===== config.mk =====
export PLATFORM = sky130hd
export DESIGN_NAME = command_line_tokenizer
export DESIGN_NICKNAME = d
export VERILOG_FILES = /design/src/rtl/clt_pkg.sv /design/src/rtl/clt_front.sv /design/src/rtl/clt_queue.sv /design/src/rtl/clt_back.sv /design/src/rtl/command_line_tokenizer.sv
export SDC_FILE = /design/constraint.sdc
export NUM_CORES = 1
export LEC_CHECK = 0
export BUFFER_PORTS_ARGS = -buffer_cell sky130_fd_sc_hd__buf_2
export CORE_ASPECT_RATIO = 0.75
export CORE_MARGIN = 4
export CORE_UTILIZATION = 30
export CTS_CLUSTER_SIZE = 40
export DETAILED_ROUTE_END_ITERATION = 10
export SETUP_SLACK_MARGIN = 0.4
export SYNTH_ARGS = -nofsm -noshare
export SYNTH_HDL_FRONTEND = slang
export SYNTH_HIERARCHICAL = 1
export SYNTH_SLANG_ARGS = --single-unit

===== constraint.sdc =====
create_clock -name clk -period 5.8 [get_ports clk]
set_input_delay 0.29 -clock clk [delete_from_list [all_inputs] [get_ports clk]]
set_output_delay 0.29 -clock clk [all_outputs]
set_load 0.05 [all_outputs]

===== src/rtl/clt_pkg.sv =====
`timescale 1ns / 1ps
// Shared types and constants for the command line tokenizer.
// No dependencies; used by every other file of the block.
package clt_pkg;

    localparam int CHAR_W      = 8;
    localparam int KIND_W      = 3;
    localparam int MAX_RESULTS = 3;
    localparam int COUNT_W     = 2;
    localparam int QUEUE_DEPTH = 4;
    // output tdata carries only the value; the kind travels on tuser
    localparam int OUT_DATA_W  = 8;

    // result kinds
    localparam logic [KIND_W-1:0] K_CMD_CHAR   = 3'd0;
    localparam logic [KIND_W-1:0] K_ARG_CHAR   = 3'd1;
    localparam logic [KIND_W-1:0] K_CMD_END    = 3'd2;
    localparam logic [KIND_W-1:0] K_ARG_END    = 3'd3;
    localparam logic [KIND_W-1:0] K_BAD_PREFIX = 3'd4;
    localparam logic [KIND_W-1:0] K_BAD_CMD    = 3'd5;
    localparam logic [KIND_W-1:0] K_LINE_DONE  = 3'd6;

    // special bytes
    localparam logic [CHAR_W-1:0] C_SPACE  = 8'h20;
    localparam logic [CHAR_W-1:0] C_DQUOTE = 8'h22;
    localparam logic [CHAR_W-1:0] C_SQUOTE = 8'h27;
    localparam logic [CHAR_W-1:0] C_BSLASH = 8'h5c;
    localparam logic [CHAR_W-1:0] C_CR     = 8'h0d;
    localparam logic [CHAR_W-1:0] C_LF     = 8'h0a;
    localparam logic [CHAR_W-1:0] C_DASH   = 8'h2d;

    typedef struct packed {
        logic [CHAR_W-1:0] value;
        logic [KIND_W-1:0] kind;
    } clt_result_t;

    // all results caused by one input item; count is 1..3
    typedef struct packed {
        logic [COUNT_W-1:0]                count;
        clt_result_t [MAX_RESULTS-1:0]     res;
    } clt_bundle_t;

endpackage


===== src/rtl/clt_front.sv =====
`timescale 1ns / 1ps
// Front end: accepts input bytes, tracks the line state and classifies each
// byte into a bundle of up to three results. Depends on clt_pkg.
module clt_front
(
    input  logic                          clk,
    input  logic                          rst_n,
    input  logic                          prefix_we,
    input  logic [clt_pkg::CHAR_W-1:0]    prefix_wdata,
    input  logic                          in_valid,
    input  logic [clt_pkg::CHAR_W-1:0]    in_ch,
    input  logic                          in_eol,
    output logic                          in_ready,
    input  logic                          q_full,
    output logic                          push,
    output clt_pkg::clt_bundle_t          push_data
);

    typedef enum logic [1:0] {
        MODE_START,
        MODE_COMMAND,
        MODE_ARGUMENT,
        MODE_SWALLOW
    } mode_t;

    mode_t                         mode_reg, mode_next;
    logic                          esc_reg, esc_next;
    logic                          inq_reg, inq_next;
    logic                          dq_reg, dq_next;
    logic                          tok_reg, tok_next;
    logic [clt_pkg::CHAR_W-1:0]    prefix_reg;
    logic                          accept;

    function automatic logic is_cmd_char(input logic [clt_pkg::CHAR_W-1:0] c);
        return (c >= 8'h61 && c <= 8'h7a) || (c >= 8'h41 && c <= 8'h5a) ||
               (c >= 8'h30 && c <= 8'h39) || (c == clt_pkg::C_DASH);
    endfunction

    assign in_ready = !q_full;
    assign accept   = in_valid && in_ready;

    always_comb
    begin
        logic [clt_pkg::COUNT_W-1:0]           n;
        clt_pkg::clt_result_t [clt_pkg::MAX_RESULTS-1:0] res;
        logic                                  do_cmd;
        logic                                  is_dq;

        n         = '0;
        res       = '0;
        do_cmd    = 1'b0;
        is_dq     = (in_ch == clt_pkg::C_DQUOTE);
        mode_next = mode_reg;
        esc_next  = esc_reg;
        inq_next  = inq_reg;
        dq_next   = dq_reg;
        tok_next  = tok_reg;

        unique case (mode_reg)
            MODE_START:
            begin
                if (prefix_reg == '0)
                begin
                    mode_next = MODE_COMMAND;
                    do_cmd    = 1'b1;
                end
                else if (in_ch == prefix_reg)
                begin
                    mode_next = MODE_COMMAND;
                end
                else
                begin
                    mode_next    = MODE_SWALLOW;
                    res[n].kind  = clt_pkg::K_BAD_PREFIX;
                    res[n].value = in_ch;
                    n            = n + 2'd1;
                end
            end
            MODE_COMMAND:
            begin
                do_cmd = 1'b1;
            end
            MODE_ARGUMENT:
            begin
                if (esc_reg)
                begin
                    esc_next     = 1'b0;
                    tok_next     = 1'b1;
                    res[n].kind  = clt_pkg::K_ARG_CHAR;
                    res[n].value = in_ch;
                    n            = n + 2'd1;
                end
                else if (in_ch == clt_pkg::C_BSLASH)
                begin
                    esc_next = 1'b1;
                end
                else if (in_ch == clt_pkg::C_SQUOTE || in_ch == clt_pkg::C_DQUOTE)
                begin
                    if (!inq_reg)
                    begin
                        inq_next = 1'b1;
                        dq_next  = is_dq;
                    end
                    else if (dq_reg == is_dq)
                    begin
                        inq_next = 1'b0;
                    end
                    else
                    begin
                        // quote of the other kind is plain text
                        tok_next     = 1'b1;
                        res[n].kind  = clt_pkg::K_ARG_CHAR;
                        res[n].value = in_ch;
                        n            = n + 2'd1;
                    end
                end
                else if (!inq_reg && in_ch == clt_pkg::C_CR)
                begin
                end
                else if (!inq_reg && (in_ch == clt_pkg::C_SPACE || in_ch == clt_pkg::C_LF))
                begin
                    tok_next    = 1'b0;
                    res[n].kind = clt_pkg::K_ARG_END;
                    n           = n + 2'd1;
                end
                else
                begin
                    tok_next     = 1'b1;
                    res[n].kind  = clt_pkg::K_ARG_CHAR;
                    res[n].value = in_ch;
                    n            = n + 2'd1;
                end
            end
            MODE_SWALLOW:
            begin
            end
            default:
            begin
            end
        endcase

        if (do_cmd)
        begin
            if (is_cmd_char(in_ch))
            begin
                tok_next     = 1'b1;
                res[n].kind  = clt_pkg::K_CMD_CHAR;
                res[n].value = in_ch;
                n            = n + 2'd1;
            end
            else if (in_ch == clt_pkg::C_SPACE)
            begin
                mode_next   = MODE_ARGUMENT;
                tok_next    = 1'b0;
                res[n].kind = clt_pkg::K_CMD_END;
                n           = n + 2'd1;
            end
            else if (in_ch == clt_pkg::C_CR || in_ch == clt_pkg::C_LF)
            begin
            end
            else
            begin
                mode_next    = MODE_SWALLOW;
                res[n].kind  = clt_pkg::K_BAD_CMD;
                res[n].value = in_ch;
                n            = n + 2'd1;
            end
        end

        if (in_eol)
        begin
            // close an open token, then report the line end
            if (tok_next && mode_next == MODE_COMMAND)
            begin
                res[n].kind = clt_pkg::K_CMD_END;
                n           = n + 2'd1;
            end
            else if (tok_next && mode_next == MODE_ARGUMENT)
            begin
                res[n].kind = clt_pkg::K_ARG_END;
                n           = n + 2'd1;
            end
            res[n].kind = clt_pkg::K_LINE_DONE;
            n           = n + 2'd1;
            mode_next   = MODE_START;
            esc_next    = 1'b0;
            inq_next    = 1'b0;
            dq_next     = 1'b0;
            tok_next    = 1'b0;
        end

        push_data.count = n;
        push_data.res   = res;
        push            = accept && (n != '0);
    end

    always_ff @(posedge clk or negedge rst_n)
    begin
        if (!rst_n)
        begin
            mode_reg   <= MODE_START;
            esc_reg    <= 1'b0;
            inq_reg    <= 1'b0;
            dq_reg     <= 1'b0;
            tok_reg    <= 1'b0;
            prefix_reg <= '0;
        end
        else
        begin
            if (prefix_we)
            begin
                prefix_reg <= prefix_wdata;
            end
            if (accept)
            begin
                mode_reg <= mode_next;
                esc_reg  <= esc_next;
                inq_reg  <= inq_next;
                dq_reg   <= dq_next;
                tok_reg  <= tok_next;
            end
        end
    end

endmodule


===== src/rtl/clt_queue.sv =====
`timescale 1ns / 1ps
// Short FIFO of result bundles between the front and back ends.
// Depends on clt_pkg. DEPTH must be a power of two.
module clt_queue
#(
    parameter int DEPTH = clt_pkg::QUEUE_DEPTH
)
(
    input  logic                    clk,
    input  logic                    rst_n,
    input  logic                    push,
    input  clt_pkg::clt_bundle_t    push_data,
    input  logic                    pop,
    output clt_pkg::clt_bundle_t    head,
    output logic                    empty,
    output logic                    full
);

    localparam int PTR_W = (DEPTH > 1) ? $clog2(DEPTH) : 1;
    localparam int CNT_W = $clog2(DEPTH + 1);

    clt_pkg::clt_bundle_t    mem_reg [DEPTH];
    logic [PTR_W-1:0]        wr_ptr_reg, rd_ptr_reg;
    logic [CNT_W-1:0]        count_reg;

    assign empty = (count_reg == '0);
    assign full  = (count_reg == CNT_W'(DEPTH));
    assign head  = mem_reg[rd_ptr_reg];

    always_ff @(posedge clk)
    begin
        if (push)
        begin
            mem_reg[wr_ptr_reg] <= push_data;
        end
    end

    always_ff @(posedge clk or negedge rst_n)
    begin
        if (!rst_n)
        begin
            wr_ptr_reg <= '0;
            rd_ptr_reg <= '0;
            count_reg  <= '0;
        end
        else
        begin
            if (push)
            begin
                wr_ptr_reg <= (wr_ptr_reg == PTR_W'(DEPTH - 1)) ? '0 : wr_ptr_reg + PTR_W'(1);
            end
            if (pop)
            begin
                rd_ptr_reg <= (rd_ptr_reg == PTR_W'(DEPTH - 1)) ? '0 : rd_ptr_reg + PTR_W'(1);
            end
            if (push && !pop)
            begin
                count_reg <= count_reg + CNT_W'(1);
            end
            else if (pop && !push)
            begin
                count_reg <= count_reg - CNT_W'(1);
            end
        end
    end

endmodule


===== src/rtl/clt_back.sv =====
`timescale 1ns / 1ps
// Back end: unpacks queued bundles into single result items, one per cycle
// unless the output stalls, into a registered output stage. Depends on clt_pkg.
module clt_back
(
    input  logic                              clk,
    input  logic                              rst_n,
    input  clt_pkg::clt_bundle_t              head,
    input  logic                              empty,
    output logic                              pop,
    output logic                              out_valid,
    input  logic                              out_ready,
    output logic [clt_pkg::OUT_DATA_W-1:0]    out_data,
    output logic [clt_pkg::KIND_W-1:0]        out_user,
    output logic                              out_last
);

    logic [clt_pkg::COUNT_W-1:0]          idx_reg;
    logic                                 valid_reg;
    logic [clt_pkg::OUT_DATA_W-1:0]       data_reg;
    logic [clt_pkg::KIND_W-1:0]           user_reg;
    logic                                 last_reg;
    logic                                 load;
    logic                                 at_end;
    clt_pkg::clt_result_t                 sel;

    assign load   = !empty && (!valid_reg || out_ready);
    assign sel    = head.res[idx_reg];
    assign at_end = (idx_reg == head.count - 2'd1);
    assign pop    = load && at_end;

    assign out_valid = valid_reg;
    assign out_data  = data_reg;
    assign out_user  = user_reg;
    assign out_last  = last_reg;

    always_ff @(posedge clk)
    begin
        if (load)
        begin
            data_reg <= sel.value;
            user_reg <= sel.kind;
            last_reg <= at_end;
        end
    end

    always_ff @(posedge clk or negedge rst_n)
    begin
        if (!rst_n)
        begin
            valid_reg <= 1'b0;
            idx_reg   <= '0;
        end
        else
        begin
            if (load)
            begin
                valid_reg <= 1'b1;
                idx_reg   <= at_end ? '0 : idx_reg + 2'd1;
            end
            else if (out_ready)
            begin
                valid_reg <= 1'b0;
            end
        end
    end

endmodule


===== src/rtl/command_line_tokenizer.sv =====
`timescale 1ns / 1ps
// Command line tokenizer, top level.
// Input stream: one byte per item on s_tdata[7:0], s_tlast marks the last
// byte of a line. Output stream: one result per item, m_tuser[2:0] kind,
// m_tdata[7:0] value, m_tlast set on the last result caused by one byte.
// prefix_we/prefix_wdata write the required first byte of a line (zero: no
// prefix); write it only while the block is idle.
// A byte's results pass through the bundle queue, then the registered output
// stage. The input takes one byte per cycle while the queue is not full;
// bytes without results cost no output slot, and each result takes its own
// slot; the bundle queue (QUEUE_DEPTH bundles) absorbs a line-final byte
// with three results, and s_tready drops only when the queue fills.
// When the receiver stalls, the output register holds its item and the
// queue fills, then s_tready goes low. Reset empties the queue, clears the
// output and returns to line start with prefix zero.
module command_line_tokenizer
#(
    parameter int QUEUE_DEPTH = clt_pkg::QUEUE_DEPTH
)
(
    input  logic                              clk,
    input  logic                              rst_n,
    input  logic                              prefix_we,
    input  logic [clt_pkg::CHAR_W-1:0]        prefix_wdata,
    input  logic                              s_tvalid,
    output logic                              s_tready,
    input  logic [7:0]                        s_tdata,    // [7:0] ch
    input  logic                              s_tlast,    // end_of_line
    output logic                              m_tvalid,
    input  logic                              m_tready,
    output logic [clt_pkg::OUT_DATA_W-1:0]    m_tdata,    // [7:0] value
    output logic [clt_pkg::KIND_W-1:0]        m_tuser,    // [2:0] kind
    output logic                              m_tlast     // last_of_run
);

    logic                    push, pop, q_empty, q_full;
    clt_pkg::clt_bundle_t    push_data, head;

    clt_front u_front
    (
        .clk          (clk),
        .rst_n        (rst_n),
        .prefix_we    (prefix_we),
        .prefix_wdata (prefix_wdata),
        .in_valid     (s_tvalid),
        .in_ch        (s_tdata),
        .in_eol       (s_tlast),
        .in_ready     (s_tready),
        .q_full       (q_full),
        .push         (push),
        .push_data    (push_data)
    );

    clt_queue #(.DEPTH(QUEUE_DEPTH)) u_queue
    (
        .clk       (clk),
        .rst_n     (rst_n),
        .push      (push),
        .push_data (push_data),
        .pop       (pop),
        .head      (head),
        .empty     (q_empty),
        .full      (q_full)
    );

    clt_back u_back
    (
        .clk       (clk),
        .rst_n     (rst_n),
        .head      (head),
        .empty     (q_empty),
        .pop       (pop),
        .out_valid (m_tvalid),
        .out_ready (m_tready),
        .out_data  (m_tdata),
        .out_user  (m_tuser),
        .out_last  (m_tlast)
    );

endmodule


==> out/qor.csv <==
stage,metric,value,unit
floorplan,num_rows,51,
synth,synth-main-ff-cell,edfxtp_1,
critical_path,start_kind,register,
timing,fin_skew,0.0115,ns
synth,seq_area_frac_synth,64.5,%
floorplan,die_area,0.0294,mm^2
route,final_antenna_net_count,0,
power_and_ir_drop,p_leak,3.15,nW
power_and_ir_drop,vdd_drop_max,0.000315,V
clocking,clock_path_buffers,2,
synth,syn_area,0.00801,mm^2
floorplan,die_height,150,um
power_and_ir_drop,clkPwrFrac,21.6,%
clocking,clock-sinks,176,
clocking,clkTransAtPathRegs,0.07,ns
layout,fin_nets,574,
placement,port_buffers,35,
synth,syn_avg_cell_area,16.2,um^2
timing,setup_viol,0,
timing,timing.fmax,0.198,GHz
floorplan,dieWidth,197,um
layout,final_common_cell,edfxtp_1,
synth,ys_seq_elements,176,
layout,drive_above_1_share,24.9,%
clocking,clock-root-buffer,clkbuf_16,
global_route,grt_usage,10.8,%
route,dr.pass1.iters,5,
placement,place_hpwl,9650,um
clocking,clkLatencyLatePin,0.43,ns
power_and_ir_drop,p_sw_share,36.3,%
critical_path,cp.required,6.16,ns
critical_path,worstPathMaxFanout,8,
flow_run,maxCapViolations,0,
synth,ys_warn_count,6,
layout,fill_cells,2415,
route,viasPerCell,4.71,
timing,slew_headroom,29.8,%
clocking,tritoncts,done,
layout,final_core_util,34.8,%
power_and_ir_drop,power.density,565,mW/mm^2
critical_path,critical_path_class,reg -> reg,
route,totalWireLength,15200,um
critical_path,endpoint_kind,register,
global_route,grt_overflow,0,
worst_hold_path,hold_class,in -> reg,
layout,ff_latch_area,0.00517,mm^2
power_and_ir_drop,p_switching,1.86,mW
critical_path,worstPathArrival,5.42,ns
route,drc,0,
power_and_ir_drop,comb_power_share,38.2,%
timing,final_hold_viol_count,0,
global_route,grt_pass1_wl,24000,um
global_route,first_global_vias,4359,
outcome,status,"complete, no violations",
route,avgRoutedWirePerCell,17.0,um
layout,largest_register_ffs,140,
floorplan,io-pin-count,36,
layout,multi_input_area,0.00256,mm^2
layout,syn_to_final_growth,13.2,%
global_route,grt_max_degree,38,
route,vias,4218,
clocking,htreeDepth,4,
layout,diodes,0,
layout,final_cell_mix,"152 x edfxtp_1, 35 x buf_2, 28 x nand2_1, 28 x mux4_2, 22 x dfrtp_1",
global_route,antenna_found_initial,0,
synth,synth_edf_count,152,
timing,fin_tns_setup,0,ns
clocking,numCtsBuffers,17,
synth,ys_types,69,
timing,rsz0062_at_grt,no,
timing,period_share,87.2,%
floorplan,initial_utilization,30.7,%
synth,ys_async_sr_fraction,13.6,%
synth,syn_inst,495,
timing,hold_ws,0.0960,ns
power_and_ir_drop,intPower,3.26,mW
timing,timing.final.max_slew_violations,0,
placement,place.gp.congestion,0.839,
timing,min_period,5.06,ns
route,drt_iter0_markers,303,
power_and_ir_drop,p_seq_share,40.3,%
floorplan,fp.coreArea,0.0261,mm^2
timing,worst_pin_slew,1.05,ns
-- metal layers --
metal  wire [um]  GRT usage, %  vias up
met4         122          2.60        0
met2        6710          16.3      133
li1            -             -     1979
met1        7300          15.5     2097
met3        1040          3.11        9
met5           0             0        -
-- worst paths after layout --
| check | cells past startpoint | to | start | slack, ns |
|---|---|---|---|---|
| max in group asynchronous | 2 | u_queue/rd_ptr_reg[0] | rst_n | 4.91 |
| min | 2 | u_front/prefix_reg[7] | prefix_wdata[7] | 0.1 |
| max reg2reg | 18 | u_queue/count_reg[2] | u_front/inq_reg | 0.74 |
| min in group asynchronous | 2 | u_front/prefix_reg[6] | rst_n | 0.43 |
| min reg2reg | 1 | u_queue/count_reg[2] | u_queue/count_reg[2] | 0.49 |
| max | 18 | u_queue/count_reg[2] | u_front/inq_reg | 0.74 |
-- cell families after synthesis --
kind of cell	Yosys count	share of synthesized area (%)
DFF	176	64.5
other	1	0.0468
xor gates and xnor gates	14	1.86
and+or+nand+nor	111	7.57
muxes	59	13.4
AOI/OAI and AO/OA	65	5.92
buffers and inverters	55	4.51
adders and majority gates	14	2.28
-- Yosys cell counts, drive strengths merged, types with 3 or more instances --
master | number | area (um^2)
edfxtp | 152 | 4560
mux4 | 35 | 815
buf | 34 | 283
nand2 | 28 | 105
dfrtp | 24 | 601
o21ai | 20 | 100
nor2 | 16 | 60.1
a21oi | 15 | 78.8
inv | 15 | 56.3
nor2b | 15 | 93.8
ha | 13 | 163
mux2 | 12 | 135
mux2i | 12 | 120
xnor2 | 12 | 131
and2 | 8 | 50.1
nand2b | 6 | 37.5
nor3 | 6 | 30.0
nand3 | 5 | 25.0
nor4 | 5 | 31.3
or2 | 5 | 31.3
clkbuf | 4 | 15.0
o31ai | 4 | 35.0
a211oi | 3 | 27.5
a21o | 3 | 22.5
a221o | 3 | 30.0
nand3b | 3 | 22.5
-- repair_timing --
action,4_1_cts,5_1_grt
endpoints found under the setup margin,0,142
hold buffers,1,0
hold endpoints to repair,24,0
setup buffers,0,4
resized for setup,0,3
-- power groups by stage --
stage	clock network, mW	logic, mW	registers [mW]
2_1_floorplan	0	1.37	2.19
3_3_place_gp	0	1.87	2.07
3_5_place_dp	0	1.91	2.10
4_1_cts	1.14	1.92	2.07
5_1_grt	1.20	2.14	2.11
6_report	1.11	1.96	2.06
-- layout make-up --
type	count	share of cell area [%]
Sequential cell	176	57.0
Multi-Input combinational cell	279	28.3
Clock buffer	18	4.84
Tap cell	344	4.74
Timing Repair Buffer	47	2.95
Clock inverter	14	1.53
Inverter	17	0.703
-- critical path, stage by stage, from the launching register on --
cell and delay (ns):
dfrtp_1 0.46, or4b_4 0.56, a2111oi_4 0.38, nor2_1 0.11, o31ai_2 0.28, nand2_1 0.10
ha_1 0.31, nor4_2 0.31, a31o_4 0.21, ha_1 0.27, a21oi_2 0.16, ha_1 0.29
a311oi_4 0.41, ha_1 0.24, inv_1 0.07, fa_1 0.43, xor2_1 0.15, nor2_1 0.12
xor2_1 0.15
-- per-stage QoR --
step,worst slack (ns),instance area [um^2],total power [mW],instances
2_1_floorplan,0.793,8070,3.56,510
3_3_place_gp,0.647,8430,3.94,858
3_5_place_dp,0.473,8430,4.01,858
4_1_cts,0.507,9020,5.13,891
5_1_grt,0.413,9070,5.45,895
6_report,0.742,9070,5.13,895
Power figures use the tool's default switching activity.
